===== src/hdl/irfe_pkg.sv =====
package irfe_pkg;

  localparam int unsigned TIMER_BITS_DEF = 24;
  localparam int unsigned CFG_DATA_W     = 24;
  localparam int unsigned CFG_IDX_W      = 3;
  localparam int unsigned CNT_W          = 8;
  localparam int unsigned DUR_W          = 24;
  localparam int unsigned EMIT_W         = 4;

  // register indexes on the config port
  localparam logic [CFG_IDX_W-1:0] REG_PREAMBLE_COUNT      = 3'd0;
  localparam logic [CFG_IDX_W-1:0] REG_BOARD_ID            = 3'd1;
  localparam logic [CFG_IDX_W-1:0] REG_PREAMBLE_HALF_TICKS = 3'd2;
  localparam logic [CFG_IDX_W-1:0] REG_SHORT_TICKS         = 3'd3;
  localparam logic [CFG_IDX_W-1:0] REG_LONG_TICKS          = 3'd4;

  localparam logic [CNT_W-1:0] RST_PREAMBLE_COUNT      = 8'd5;
  localparam logic [CNT_W-1:0] RST_BOARD_ID            = 8'd0;
  localparam logic [DUR_W-1:0] RST_PREAMBLE_HALF_TICKS = 24'd150000;
  localparam logic [DUR_W-1:0] RST_SHORT_TICKS         = 24'd70000;
  localparam logic [DUR_W-1:0] RST_LONG_TICKS          = 24'd280000;

  localparam logic [EMIT_W-1:0] EMIT_ALL     = 4'hF;
  localparam logic [EMIT_W-1:0] EMIT_NONE    = 4'h0;
  localparam logic [EMIT_W-1:0] EMIT_ONES_B0 = 4'hC;  // emitters 2,3 have MSB set
  localparam logic [EMIT_W-1:0] EMIT_ONES_B1 = 4'hA;  // emitters 1,3 have LSB set

  typedef enum logic [5:0] {
    SEG_PRE_HI = 6'b000001,
    SEG_PRE_LO = 6'b000010,
    SEG_ID_HI  = 6'b000100,
    SEG_ID_LO  = 6'b001000,
    SEG_EM_A   = 6'b010000,
    SEG_EM_B   = 6'b100000
  } seg_e;

  typedef struct packed {
    logic [CNT_W-1:0] preamble_count;
    logic [CNT_W-1:0] board_id;
    logic [DUR_W-1:0] preamble_half_ticks;
    logic [DUR_W-1:0] short_ticks;
    logic [DUR_W-1:0] long_ticks;
  } cfg_t;

  typedef struct packed {
    seg_e             seg;
    logic [CNT_W-1:0] done;
    logic             bit_idx;
  } seq_state_t;

endpackage


===== src/hdl/irfe_seq.sv =====
module irfe_seq #(
  parameter int unsigned TIMER_BITS = irfe_pkg::TIMER_BITS_DEF
) (
  input  logic                  clk_i,
  input  logic                  rst_ni,
  input  irfe_pkg::cfg_t        cfg_i,
  input  logic                  step_i,
  input  logic                  advance_i,
  output irfe_pkg::seq_state_t  state_o,
  output logic [TIMER_BITS-1:0] tick_o
);
  import irfe_pkg::*;

  localparam int unsigned CW = ((TIMER_BITS > DUR_W) ? TIMER_BITS : DUR_W) + 1;

  seg_e                  seg_q, seg_d;
  logic [TIMER_BITS-1:0] tick_q, tick_d;
  logic [CNT_W-1:0]      done_q, done_d;
  logic                  bit_q, bit_d;

  logic             id_bit;
  logic [DUR_W-1:0] seg_len;
  logic [CW-1:0]    tick_inc;
  logic             seg_end;
  logic [CNT_W-1:0] done_inc;
  seg_e             frame_seg;

  // IDs above three are sent as zero
  assign id_bit = (cfg_i.board_id[CNT_W-1:2] == '0) ? cfg_i.board_id[bit_q] : 1'b0;

  always_comb begin
    case (seg_q)
      SEG_PRE_HI, SEG_PRE_LO: seg_len = cfg_i.preamble_half_ticks;
      SEG_ID_HI:              seg_len = id_bit ? cfg_i.long_ticks : cfg_i.short_ticks;
      SEG_ID_LO:              seg_len = id_bit ? cfg_i.short_ticks : cfg_i.long_ticks;
      SEG_EM_A:               seg_len = cfg_i.short_ticks;
      SEG_EM_B:               seg_len = cfg_i.long_ticks;
      default:                seg_len = DUR_W'(1);
    endcase
  end

  // timer saturates at all ones
  assign tick_inc  = CW'(tick_q) + CW'(1);
  assign seg_end   = (tick_inc >= CW'(seg_len)) || (&tick_q);
  assign done_inc  = done_q + CNT_W'(1);
  assign frame_seg = (cfg_i.preamble_count != '0) ? SEG_PRE_HI : SEG_ID_HI;

  always_comb begin
    seg_d  = seg_q;
    tick_d = tick_q;
    done_d = done_q;
    bit_d  = bit_q;
    if (step_i && advance_i) begin
      if (!seg_end) begin
        tick_d = tick_inc[TIMER_BITS-1:0];
      end else begin
        tick_d = '0;
        case (seg_q)
          SEG_PRE_HI: seg_d = SEG_PRE_LO;
          SEG_PRE_LO: begin
            // wrap of the count also ends the preamble
            if (done_inc >= cfg_i.preamble_count || done_inc == '0) begin
              done_d = '0;
              bit_d  = 1'b0;
              seg_d  = SEG_ID_HI;
            end else begin
              done_d = done_inc;
              seg_d  = SEG_PRE_HI;
            end
          end
          SEG_ID_HI: seg_d = SEG_ID_LO;
          SEG_ID_LO: begin
            if (!bit_q) begin
              bit_d = 1'b1;
              seg_d = SEG_ID_HI;
            end else begin
              bit_d = 1'b0;
              seg_d = SEG_EM_A;
            end
          end
          SEG_EM_A: seg_d = SEG_EM_B;
          SEG_EM_B: begin
            if (!bit_q) begin
              bit_d = 1'b1;
              seg_d = SEG_EM_A;
            end else begin
              seg_d  = frame_seg;
              done_d = '0;
              bit_d  = 1'b0;
            end
          end
          default: begin
            seg_d  = frame_seg;
            done_d = '0;
            bit_d  = 1'b0;
          end
        endcase
      end
    end
  end

  always_ff @(posedge clk_i or negedge rst_ni) begin
    if (!rst_ni) begin
      seg_q  <= SEG_PRE_HI;
      tick_q <= '0;
      done_q <= '0;
      bit_q  <= 1'b0;
    end else begin
      seg_q  <= seg_d;
      tick_q <= tick_d;
      done_q <= done_d;
      bit_q  <= bit_d;
    end
  end

  assign state_o.seg     = seg_q;
  assign state_o.done    = done_q;
  assign state_o.bit_idx = bit_q;
  assign tick_o          = tick_q;

`ifndef SYNTHESIS
  // preamble count only lives inside the preamble
  assert property (@(posedge clk_i) disable iff (!rst_ni)
    (seg_q != SEG_PRE_HI && seg_q != SEG_PRE_LO) |-> done_q == '0)
    else $error("preamble count left set outside preamble");

  assert property (@(posedge clk_i) disable iff (!rst_ni)
    (seg_q == SEG_PRE_HI || seg_q == SEG_PRE_LO) |-> !bit_q)
    else $error("bit index set during preamble");

  assert property (@(posedge clk_i) disable iff (!rst_ni)
    !(step_i && advance_i) |=> $stable(seg_q) && $stable(tick_q) && $stable(done_q)
      && $stable(bit_q))
    else $error("state moved without a tick");
`endif

endmodule


===== src/hdl/irfe_env.sv =====
module irfe_env #(
  parameter int unsigned TIMER_BITS = irfe_pkg::TIMER_BITS_DEF
) (
  input  irfe_pkg::cfg_t                    cfg_i,
  input  irfe_pkg::seq_state_t              state_i,
  input  logic [TIMER_BITS-1:0]             tick_i,
  output logic [irfe_pkg::EMIT_W-1:0]       emitter_on_o,
  output logic                              frame_start_o
);
  import irfe_pkg::*;

  localparam int unsigned CW = ((TIMER_BITS > DUR_W) ? TIMER_BITS : DUR_W) + 2;

  logic [EMIT_W-1:0] ones;
  logic              t_lt_long;
  logic              st_lt_long;

  assign ones       = state_i.bit_idx ? EMIT_ONES_B1 : EMIT_ONES_B0;
  assign t_lt_long  = CW'(tick_i) < CW'(cfg_i.long_ticks);
  // a one-bit emitter stays high for long_ticks across both parts
  assign st_lt_long = (CW'(cfg_i.short_ticks) + CW'(tick_i)) < CW'(cfg_i.long_ticks);

  always_comb begin
    case (state_i.seg)
      SEG_PRE_HI, SEG_ID_HI: emitter_on_o = EMIT_ALL;
      SEG_PRE_LO, SEG_ID_LO: emitter_on_o = EMIT_NONE;
      SEG_EM_A:              emitter_on_o = t_lt_long ? EMIT_ALL : (EMIT_ALL & ~ones);
      SEG_EM_B:              emitter_on_o = st_lt_long ? ones : EMIT_NONE;
      default:               emitter_on_o = EMIT_NONE;
    endcase
  end

  assign frame_start_o = (tick_i == '0) && (state_i.done == '0) && !state_i.bit_idx &&
                         ((state_i.seg == SEG_PRE_HI) ||
                          (state_i.seg == SEG_ID_HI && cfg_i.preamble_count == '0));

endmodule


===== src/hdl/ir_frame_pulse_width_encoder_unit.sv =====
// channel | dir | handshake               | payload
// --------+-----+-------------------------+------------------------------
// in      | in  | in_valid_i / in_ready_o | advance_i
// out     | out | out_valid_o/ out_ready_i| emitter_on_o, frame_start_o
// cfg     | in  | cfg_we_i                | cfg_idx_i, cfg_data_i
//
// One beat per cycle in while in_ready_o is high, one result beat per input beat,
// registered in the cycle after acceptance. The result is decoded from the tick state at acceptance and held in the
// output register; the tick state updates on the same edge.
// in_ready_o drops only while a result sits unclaimed and out_ready_i is low.
// Reset loads the register defaults and the start of a preamble.
module ir_frame_pulse_width_encoder_unit #(
  parameter int unsigned TIMER_BITS = irfe_pkg::TIMER_BITS_DEF
) (
  input  logic                               clk_i,
  input  logic                               rst_ni,
  input  logic                               in_valid_i,
  output logic                               in_ready_o,
  input  logic                               advance_i,
  output logic                               out_valid_o,
  input  logic                               out_ready_i,
  output logic [irfe_pkg::EMIT_W-1:0]        emitter_on_o,
  output logic                               frame_start_o,
  input  logic                               cfg_we_i,
  input  logic [irfe_pkg::CFG_IDX_W-1:0]     cfg_idx_i,
  input  logic [irfe_pkg::CFG_DATA_W-1:0]    cfg_data_i
);
  import irfe_pkg::*;

  cfg_t                  cfg_q;
  seq_state_t            state;
  logic [TIMER_BITS-1:0] tick;
  logic                  accept;
  logic [EMIT_W-1:0]     emit_d, emit_q;
  logic                  fs_d, fs_q;
  logic                  out_valid_q;

  always_ff @(posedge clk_i or negedge rst_ni) begin
    if (!rst_ni) begin
      cfg_q.preamble_count      <= RST_PREAMBLE_COUNT;
      cfg_q.board_id            <= RST_BOARD_ID;
      cfg_q.preamble_half_ticks <= RST_PREAMBLE_HALF_TICKS;
      cfg_q.short_ticks         <= RST_SHORT_TICKS;
      cfg_q.long_ticks          <= RST_LONG_TICKS;
    end else if (cfg_we_i) begin
      case (cfg_idx_i)
        REG_PREAMBLE_COUNT:      cfg_q.preamble_count      <= cfg_data_i[CNT_W-1:0];
        REG_BOARD_ID:            cfg_q.board_id            <= cfg_data_i[CNT_W-1:0];
        REG_PREAMBLE_HALF_TICKS: cfg_q.preamble_half_ticks <= cfg_data_i[DUR_W-1:0];
        REG_SHORT_TICKS:         cfg_q.short_ticks         <= cfg_data_i[DUR_W-1:0];
        REG_LONG_TICKS:          cfg_q.long_ticks          <= cfg_data_i[DUR_W-1:0];
        default: ;
      endcase
    end
  end

  assign in_ready_o = !out_valid_q || out_ready_i;
  assign accept     = in_valid_i && in_ready_o;

  irfe_seq #(
    .TIMER_BITS(TIMER_BITS)
  ) u_seq (
    .clk_i     (clk_i),
    .rst_ni    (rst_ni),
    .cfg_i     (cfg_q),
    .step_i    (accept),
    .advance_i (advance_i),
    .state_o   (state),
    .tick_o    (tick)
  );

  irfe_env #(
    .TIMER_BITS(TIMER_BITS)
  ) u_env (
    .cfg_i         (cfg_q),
    .state_i       (state),
    .tick_i        (tick),
    .emitter_on_o  (emit_d),
    .frame_start_o (fs_d)
  );

  always_ff @(posedge clk_i or negedge rst_ni) begin
    if (!rst_ni) begin
      out_valid_q <= 1'b0;
    end else if (accept) begin
      out_valid_q <= 1'b1;
    end else if (out_ready_i) begin
      out_valid_q <= 1'b0;
    end
  end

  always_ff @(posedge clk_i) begin
    if (accept) begin
      emit_q <= emit_d;
      fs_q   <= fs_d;
    end
  end

  assign out_valid_o   = out_valid_q;
  assign emitter_on_o  = emit_q;
  assign frame_start_o = fs_q;

`ifndef SYNTHESIS
  assert property (@(posedge clk_i) disable iff (!rst_ni)
    accept |=> out_valid_o)
    else $error("accepted beat produced no result");

  assert property (@(posedge clk_i) disable iff (!rst_ni)
    !in_ready_o |-> out_valid_o)
    else $error("input stalled with empty output register");

  // a frame always opens on an all-high segment
  assert property (@(posedge clk_i) disable iff (!rst_ni)
    (out_valid_o && frame_start_o) |-> emitter_on_o == EMIT_ALL)
    else $error("frame start without all emitters on");
`endif

endmodule


===== config.mk =====
export PLATFORM = sky130hd
export DESIGN_NAME = ir_frame_pulse_width_encoder_unit
export DESIGN_NICKNAME = d
export VERILOG_FILES = /design/src/hdl/irfe_pkg.sv /design/src/hdl/irfe_seq.sv /design/src/hdl/irfe_env.sv /design/src/hdl/ir_frame_pulse_width_encoder_unit.sv
export SDC_FILE = /design/constraint.sdc
export NUM_CORES = 1
export LEC_CHECK = 0
export BUFFER_PORTS_ARGS = -buffer_cell sky130_fd_sc_hd__buf_4
export CAP_MARGIN = 30
export CORE_MARGIN = 1
export CORE_UTILIZATION = 63
export CTS_CLUSTER_SIZE = 8
export DETAILED_ROUTE_END_ITERATION = 6
export PLACE_DENSITY = 0.9
export SLEW_MARGIN = 20
export SYNTH_ARGS = -nofsm -noshare
export SYNTH_HDL_FRONTEND = slang
export SYNTH_HIERARCHICAL = 1
export SYNTH_SLANG_ARGS = --single-unit

===== constraint.sdc =====
create_clock -name clk_i -period 6.05 [get_ports clk_i]
set_clock_uncertainty 0.05 [all_clocks]
set_input_delay 1.21 -clock clk_i [delete_from_list [all_inputs] [get_ports clk_i]]
set_output_delay 1.21 -clock clk_i [all_outputs]
set_load 0.01 [all_outputs]

==> impl_metrics.py, run 1 <==
metrics = {
    "run_status": {
        "status": "complete, no violations",
    },
    "clock_network": {
        "cts_buffer_depth": 2,
        "ctsHoldBuffers": 0,
        "clk_latency_ps": 430,
        "cts_root_buf": "clkbuf_16",
        "cts_max_level": 4,
        "clk_pin_slew_ps": 60,
        "cts_buffers": 17,
        "numClockSinks": 133,
        "cts_setup_buffers": 0,
        "cts.repair.resized": 0,
        "cts_tree": "done",
    },
    "worst_setup_path": {
        "critical_path.most_common_cell": "nand4_1",
        "worstPathArrival_ps": 6040,
        "cp-start-kind": "flip-flop",
        "worstSetupPathType": "reg2reg",
        "cp_cell_sequence": "or4_1, or4_4, or4b_4, a31oi_4, a222oi_1, ha_1, nand4_1, nor4_1, o311ai_0, nand4_1, a31o_2, nor2_1, buf_4, a22o_1",
        "r2r_slack_ps": 280,
        "crit_buf_inv": 1,
        "cp_slowest_stage_delay_ps": 710,
        "crit_required_ps": 6320,
        "slowest_stage": "a31oi_4",
        "critPathMaxFanout": 24,
        "critPathCaptureType": "flip-flop",
        "cp_top_family": "simple AND/OR/NAND/NOR gates",
    },
    "yosys": {
        "synthFlopType": "dfrtp_1",
        "synthCells": 956,
        "syn_area_um2": 9710,
        "seq_area_frac_synth": 0.348,
        "synth_edf_count": 5,
        "synth_seq_cells": 133,
        "synth_warnings": 6,
        "ys_types": 79,
        "syn-num-nets": 1094,
        "avgSynthCellArea_um2": 10.2,
        "async_flop_share": 0.962,
    },
    "finish": {
        "fin_nets": 1126,
        "areaGrowthSynthToFinish_pct": 10.5,
        "multi_input_area_um2": 5900,
        "drive_above_1_share": 0.216,
        "diodes": 0,
        "final_core_util": 0.709,
        "filler_cell_count": 1060,
        "seqCellArea_um2": 3380,
    },
    "floorplan": {
        "die_area_um2": 15900,
        "rows": 45,
        "core_um2": 15100,
        "die_w_um": 126,
        "io_pins": 40,
        "initial_utilization": 0.641,
        "die_h_um": 126,
    },
    "timing": {
        "setup_tns_ps": 0,
        "tightest_slew_ps": 944,
        "drv_slew": 0,
        "fmax_mhz": 173,
        "setup_viol": 0,
        "slew_headroom": 0.369,
        "timing.final.crit_share": 0.954,
        "hold_violations": 0,
        "rsz0062_at_grt": "false",
        "min_period_ps": 5770,
    },
    "drt": {
        "drc": 0,
        "dr_wl_met2_um": 12000,
        "highest-signal-layer": "met4",
        "vias_per_cell": 6.85,
        "drt_iter0_markers": 996,
        "wire_per_inst_um": 21.2,
        "wl_met3_um": 2040,
        "met1_length_um": 10400,
        "wl_um": 25200,
        "ant_nets": 0,
        "vias": 8147,
        "detail_route.first_pass.iterations": 7,
    },
    "global_route": {
        "grt_pass1_wl_um": 40800,
        "antenna_found_initial": 0,
        "grt_max_degree": 78,
        "grt-ovfl-total": 0,
        "grt_use_total": 0.327,
        "grt_pass1_vias": 8049,
    },
    "power_and_ir_drop": {
        "ir_drop_uv": 244,
        "p_leak_nw": 4.90,
        "cellPowerDensity_nw_per_um2": 386,
    },
    "placed_design": {
        "hpwl_um": 17600,
        "gp_congestion": 0.926,
        "io_buffers": 39,
    },
    "run": {
        "drv_cap": 0,
    },
    "hold_path": {
        "hp-class": "reg2reg",
    },
}
Yosys cell counts, types with 9 or more instances:
| cell type | number | area [um2] |
|---|---|---|
| a21o_1 | 16 | 120 |
| a21oi_1 | 42 | 210 |
| a222oi_1 | 23 | 230 |
| a22o_1 | 11 | 96.3 |
| and3_1 | 9 | 56.3 |
| buf_6 | 9 | 101 |
| clkbuf_1 | 17 | 63.8 |
| dfrtp_1 | 105 | 2630 |
| dfstp_2 | 23 | 604 |
| ha_1 | 104 | 1300 |
| inv_1 | 46 | 173 |
| mux2_2 | 68 | 766 |
| mux2_4 | 23 | 345 |
| nand2_1 | 59 | 221 |
| nand2b_1 | 9 | 56.3 |
| nand3_1 | 35 | 175 |
| nand4_1 | 16 | 100 |
| nor2_1 | 44 | 165 |
| nor2b_1 | 21 | 131 |
| nor3_1 | 11 | 55.1 |
| nor4_1 | 24 | 150 |
| o21ai_0 | 65 | 325 |
| or3_1 | 10 | 62.6 |
| xnor2_1 | 29 | 254 |
| xor2_1 | 19 | 166 |
logic make-up after synthesis:
logic type               count (synthesis)  synth area share
AO/OA/AOI/OAI                          231             0.167
adder cells (fa/ha/maj)                105             0.136
multiplexers                            93             0.116
flip-flops                             133             0.348
XOR/XNOR                                48            0.0433
buffers and inverters                   84            0.0446
AND/OR/NAND/NOR                        262             0.144
through the flow:
stage	worst slack (ps)	cells	cell area [um2]	power [mW]	hold WS, ps
after floorplan	1680	956	9710	2.52	422
after global placement	686	1154	10000	2.91	432
after detailed placement	559	1155	10100	2.99	442
after CTS	499	1187	10700	4.08	462
after global routing	147	1189	10700	4.37	476
final	278	1189	10700	4.14	458
state kept, by name, summed over array words and instances (netlist names):
signal,count
cfg_q,88
u_seq/tick_o,24
u_seq/done_q,8
u_seq/seg_q,6
emitter_on_o,4
frame_start_o,1
out_valid_o,1
u_seq/bit_q,1
cell type report:
type                            count  area share
Clock buffer                       18      0.0400
Sequential cell                   133       0.315
Multi-Input combinational cell    739       0.550
Clock inverter                     14      0.0167
Inverter                           46      0.0161
Tap cell                          188      0.0219
Timing Repair Buffer               51      0.0406
cell usage in the layout, fill, tap and decap left out, types with 5 or more instances in the layout:
| master | n |
|---|---|
| mux2_2 | 68 |
| nor3_1 | 11 |
| o211ai_1 | 5 |
| a21o_1 | 16 |
| nor2b_1 | 20 |
| o21ai_0 | 65 |
| dfrtp_1 | 105 |
| a31oi_1 | 7 |
| and3_1 | 9 |
| a211oi_1 | 8 |
| xor2_1 | 19 |
| nand2b_1 | 9 |
| or3_1 | 10 |
| a22o_1 | 11 |
| nor4_1 | 24 |
| nand2_1 | 59 |
| ha_1 | 104 |
| xnor2_1 | 29 |
| o21a_1 | 7 |
| buf_4 | 48 |
| edfxtp_1 | 5 |
| a21oi_1 | 42 |
| mux2_4 | 23 |
| inv_1 | 46 |
| clkbuf_16 | 17 |
| dfstp_2 | 23 |
| nor2_1 | 44 |
| nand3_1 | 35 |
| a222oi_1 | 23 |
| nand4_1 | 16 |
routing by layer:
layer  track usage  vias to the layer above
met4         0.125                        0
met5             0                        -
li1              -                     3678
met2         0.542                      447
met3        0.0769                       90
met1         0.415                     3932
power breakdown:
group	switching [mW]	internal [mW]	total (mW)
logic	0.974	0.752	1.73
registers	0.232	1.11	1.34
clock network	0.418	0.652	1.07
total	1.62	2.51	4.14
final timing paths:
kind	startpoint	end	cells past startpoint
max	cfg_q[75]$_DFFE_PN0P_	u_seq/tick_o[17]$_DFFE_PN0P_	14
min	cfg_q[78]$_DFFE_PN0P_	cfg_q[78]$_DFFE_PN0P_	1
max reg2reg	cfg_q[75]$_DFFE_PN0P_	u_seq/tick_o[17]$_DFFE_PN0P_	14
min reg2reg	cfg_q[78]$_DFFE_PN0P_	cfg_q[78]$_DFFE_PN0P_	1
max in group asynchronous	rst_ni	cfg_q[76]$_DFFE_PN0P_	3
min in group asynchronous	rst_ni	cfg_q[38]$_DFFE_PN0P_	1
Note: power is estimated with default switching activity, not from simulation.
==> inputs of run 2 (changes only) <==
Settings changed: CTS_BUF_LIST set to sky130_fd_sc_hd__clkbuf_16.
==> run 2 against run 1 <==
  * The run now ends with DRC left
  * Wire length rose by 0.26%
  * Count of clock-buffer cells in the layout down 1
  * Worst hold slack about the same
  * Setup slack worse by 11 ps
  * Fmax decreased by 0.20%
  * Non-clock buffer count stayed put
  * Largest cell class unchanged
  * First-iteration DRC count did not move
  * Die area stayed put
==> impl_metrics.py, run 2 (synthesis results as in run 1) <==
metrics = {
    "power_and_ir_drop": {
        "netSwitchingPower_mw": 1.63,
        "clockPowerShare": 0.258,
        "p_int_mw": 2.51,
        "cellPowerDensity_nw_per_um2": 386,
        "ir_drop_uv": 244,
        "finalPower_mw": 4.14,
        "switching_share": 0.393,
        "p_leak_nw": 4.90,
        "share_seq_of_total_power": 0.324,
        "power_frac_comb": 0.417,
    },
    "worst_setup_path": {
        "slowest_stage": "a31oi_4",
        "crit_required_ps": 6320,
        "worstPathArrival_ps": 6050,
        "critical_path.most_common_cell": "nand4_1",
        "cp_slowest_stage_delay_ps": 710,
        "critPathMaxFanout": 24,
        "worstSetupPathType": "reg2reg",
        "cp-start-kind": "flip-flop",
        "critPathCaptureType": "flip-flop",
        "cp_cell_sequence": "or4_1, or4_4, or4b_4, a31oi_4, a222oi_1, ha_1, nand4_1, nor4_1, o311ai_0, nand4_1, a31o_2, nor2_1, buf_4, a22o_1",
    },
    "clock_network": {
        "clk_pin_slew_ps": 60,
        "clk_latency_ps": 430,
        "cts_root_buf": "clkbuf_16",
        "cts_max_level": 4,
        "cts_setup_buffers": 0,
        "cts.repair.resized": 0,
        "ctsHoldBuffers": 0,
        "cts_buffers": 17,
        "numClockSinks": 133,
        "cts_tree": "done",
        "cts_buffer_depth": 2,
    },
    "finish": {
        "drive_above_1_share": 0.216,
        "final_cells": 1189,
        "largest_reg_flops": 88,
        "final_common_cell": "dfrtp_1",
        "final_cell_mix": "dfrtp_1, ha_1, mux2_2",
        "final_core_util": 0.709,
        "areaGrowthSynthToFinish_pct": 10.5,
        "diodes": 0,
        "filler_cell_count": 1060,
        "fin_nets": 1126,
        "fin_area_um2": 10700,
        "regMostFlops": "cfg_q",
    },
    "timing": {
        "drv_slew": 0,
        "fmax_mhz": 173,
        "hold_violations": 0,
        "setup_viol": 0,
        "tightest_slew_ps": 956,
        "min_period_ps": 5780,
        "worst_slack_ps": 267,
        "slew_headroom": 0.361,
        "rsz0062_at_grt": "false",
        "hold_slack_ps": 458,
        "setup_tns_ps": 0,
        "timing.final.crit_share": 0.956,
    },
    "drt": {
        "vias_per_cell": 6.84,
        "vias": 8138,
        "ant_nets": 0,
        "wire_per_inst_um": 21.3,
        "detail_route.first_pass.iterations": 7,
        "wl_um": 25300,
        "drt_iter0_markers": 996,
        "drc": 1,
    },
    "run_status": {
        "violations": "DRC",
        "status": "finished with violations",
    },
    "floorplan": {
        "die_w_um": 126,
        "rows": 45,
        "die_area_um2": 15900,
        "io_pins": 40,
        "initial_utilization": 0.641,
        "die_h_um": 126,
        "core_um2": 15100,
    },
    "global_route": {
        "grt-ovfl-total": 0,
        "antenna_found_initial": 0,
        "grt_pass1_wl_um": 40800,
        "grt_max_degree": 78,
        "grt_use_total": 0.327,
        "grt_pass1_vias": 8049,
    },
    "placed_design": {
        "io_buffers": 39,
        "place_inst": 1155,
        "dp_slack_ps": 559,
        "dpl_cell_area_um2": 10100,
        "gp_congestion": 0.926,
        "hpwl_um": 17600,
    },
    "hold_path": {
        "hp-class": "reg2reg",
    },
    "run": {
        "drv_cap": 0,
    },
}
-- run 2: cell types whose count changed in the layout (fill, tap and decap cells not counted), sizes merged --
cell / change
clkbuf: -1
inv: +1
-- run 2: final timing paths --
check,from,to,slack [ps],cells past startpoint
max reg2reg,cfg_q[75]$_DFFE_PN0P_,u_seq/tick_o[17]$_DFFE_PN0P_,270,14
max in group asynchronous,rst_ni,cfg_q[76]$_DFFE_PN0P_,4030,3
min reg2reg,cfg_q[78]$_DFFE_PN0P_,cfg_q[78]$_DFFE_PN0P_,460,1
min in group asynchronous,rst_ni,cfg_q[38]$_DFFE_PN0P_,640,1
min,cfg_q[78]$_DFFE_PN0P_,cfg_q[78]$_DFFE_PN0P_,460,1
max,cfg_q[75]$_DFFE_PN0P_,u_seq/tick_o[17]$_DFFE_PN0P_,270,14
-- run 2: power groups by stage --
stage	combinational (mW)	sequential [mW]	clock (mW)
2_1_floorplan	1.28	1.24	0
3_3_place_gp	1.58	1.33	0
3_5_place_dp	1.64	1.34	0
4_1_cts	1.68	1.33	1.07
5_1_grt	1.90	1.37	1.10
6_report	1.73	1.34	1.07
-- run 2: worst max-delay path: cells and delay by family (launching register included) --
kind,cells,cell delay (ps)
AO/OA/AOI/OAI,5,1960
buffers and inverters,1,250
AND/OR/NAND/NOR,7,2620
adder cells (fa/ha/maj),1,400
flip-flops,1,380
-- run 2: final cells by class --
type	instances	area, um2	area share
Clock buffer	17	425	0.0396
Clock inverter	15	183	0.0170
Inverter	46	173	0.0161
Multi-Input combinational cell	739	5900	0.550
Sequential cell	133	3380	0.315
Tap cell	188	235	0.0219
Timing Repair Buffer	51	435	0.0406
-- run 2: routing by layer --
| metal | vias to the layer above | global-route usage | wire length [um] |
|---|---|---|---|
| li1 | 3679 | - | - |
| met1 | 3947 | 0.415 | 10400 |
| met2 | 443 | 0.542 | 12100 |
| met3 | 69 | 0.0769 | 2060 |
| met4 | 0 | 0.125 | 712 |
| met5 | - | 0 | 0 |
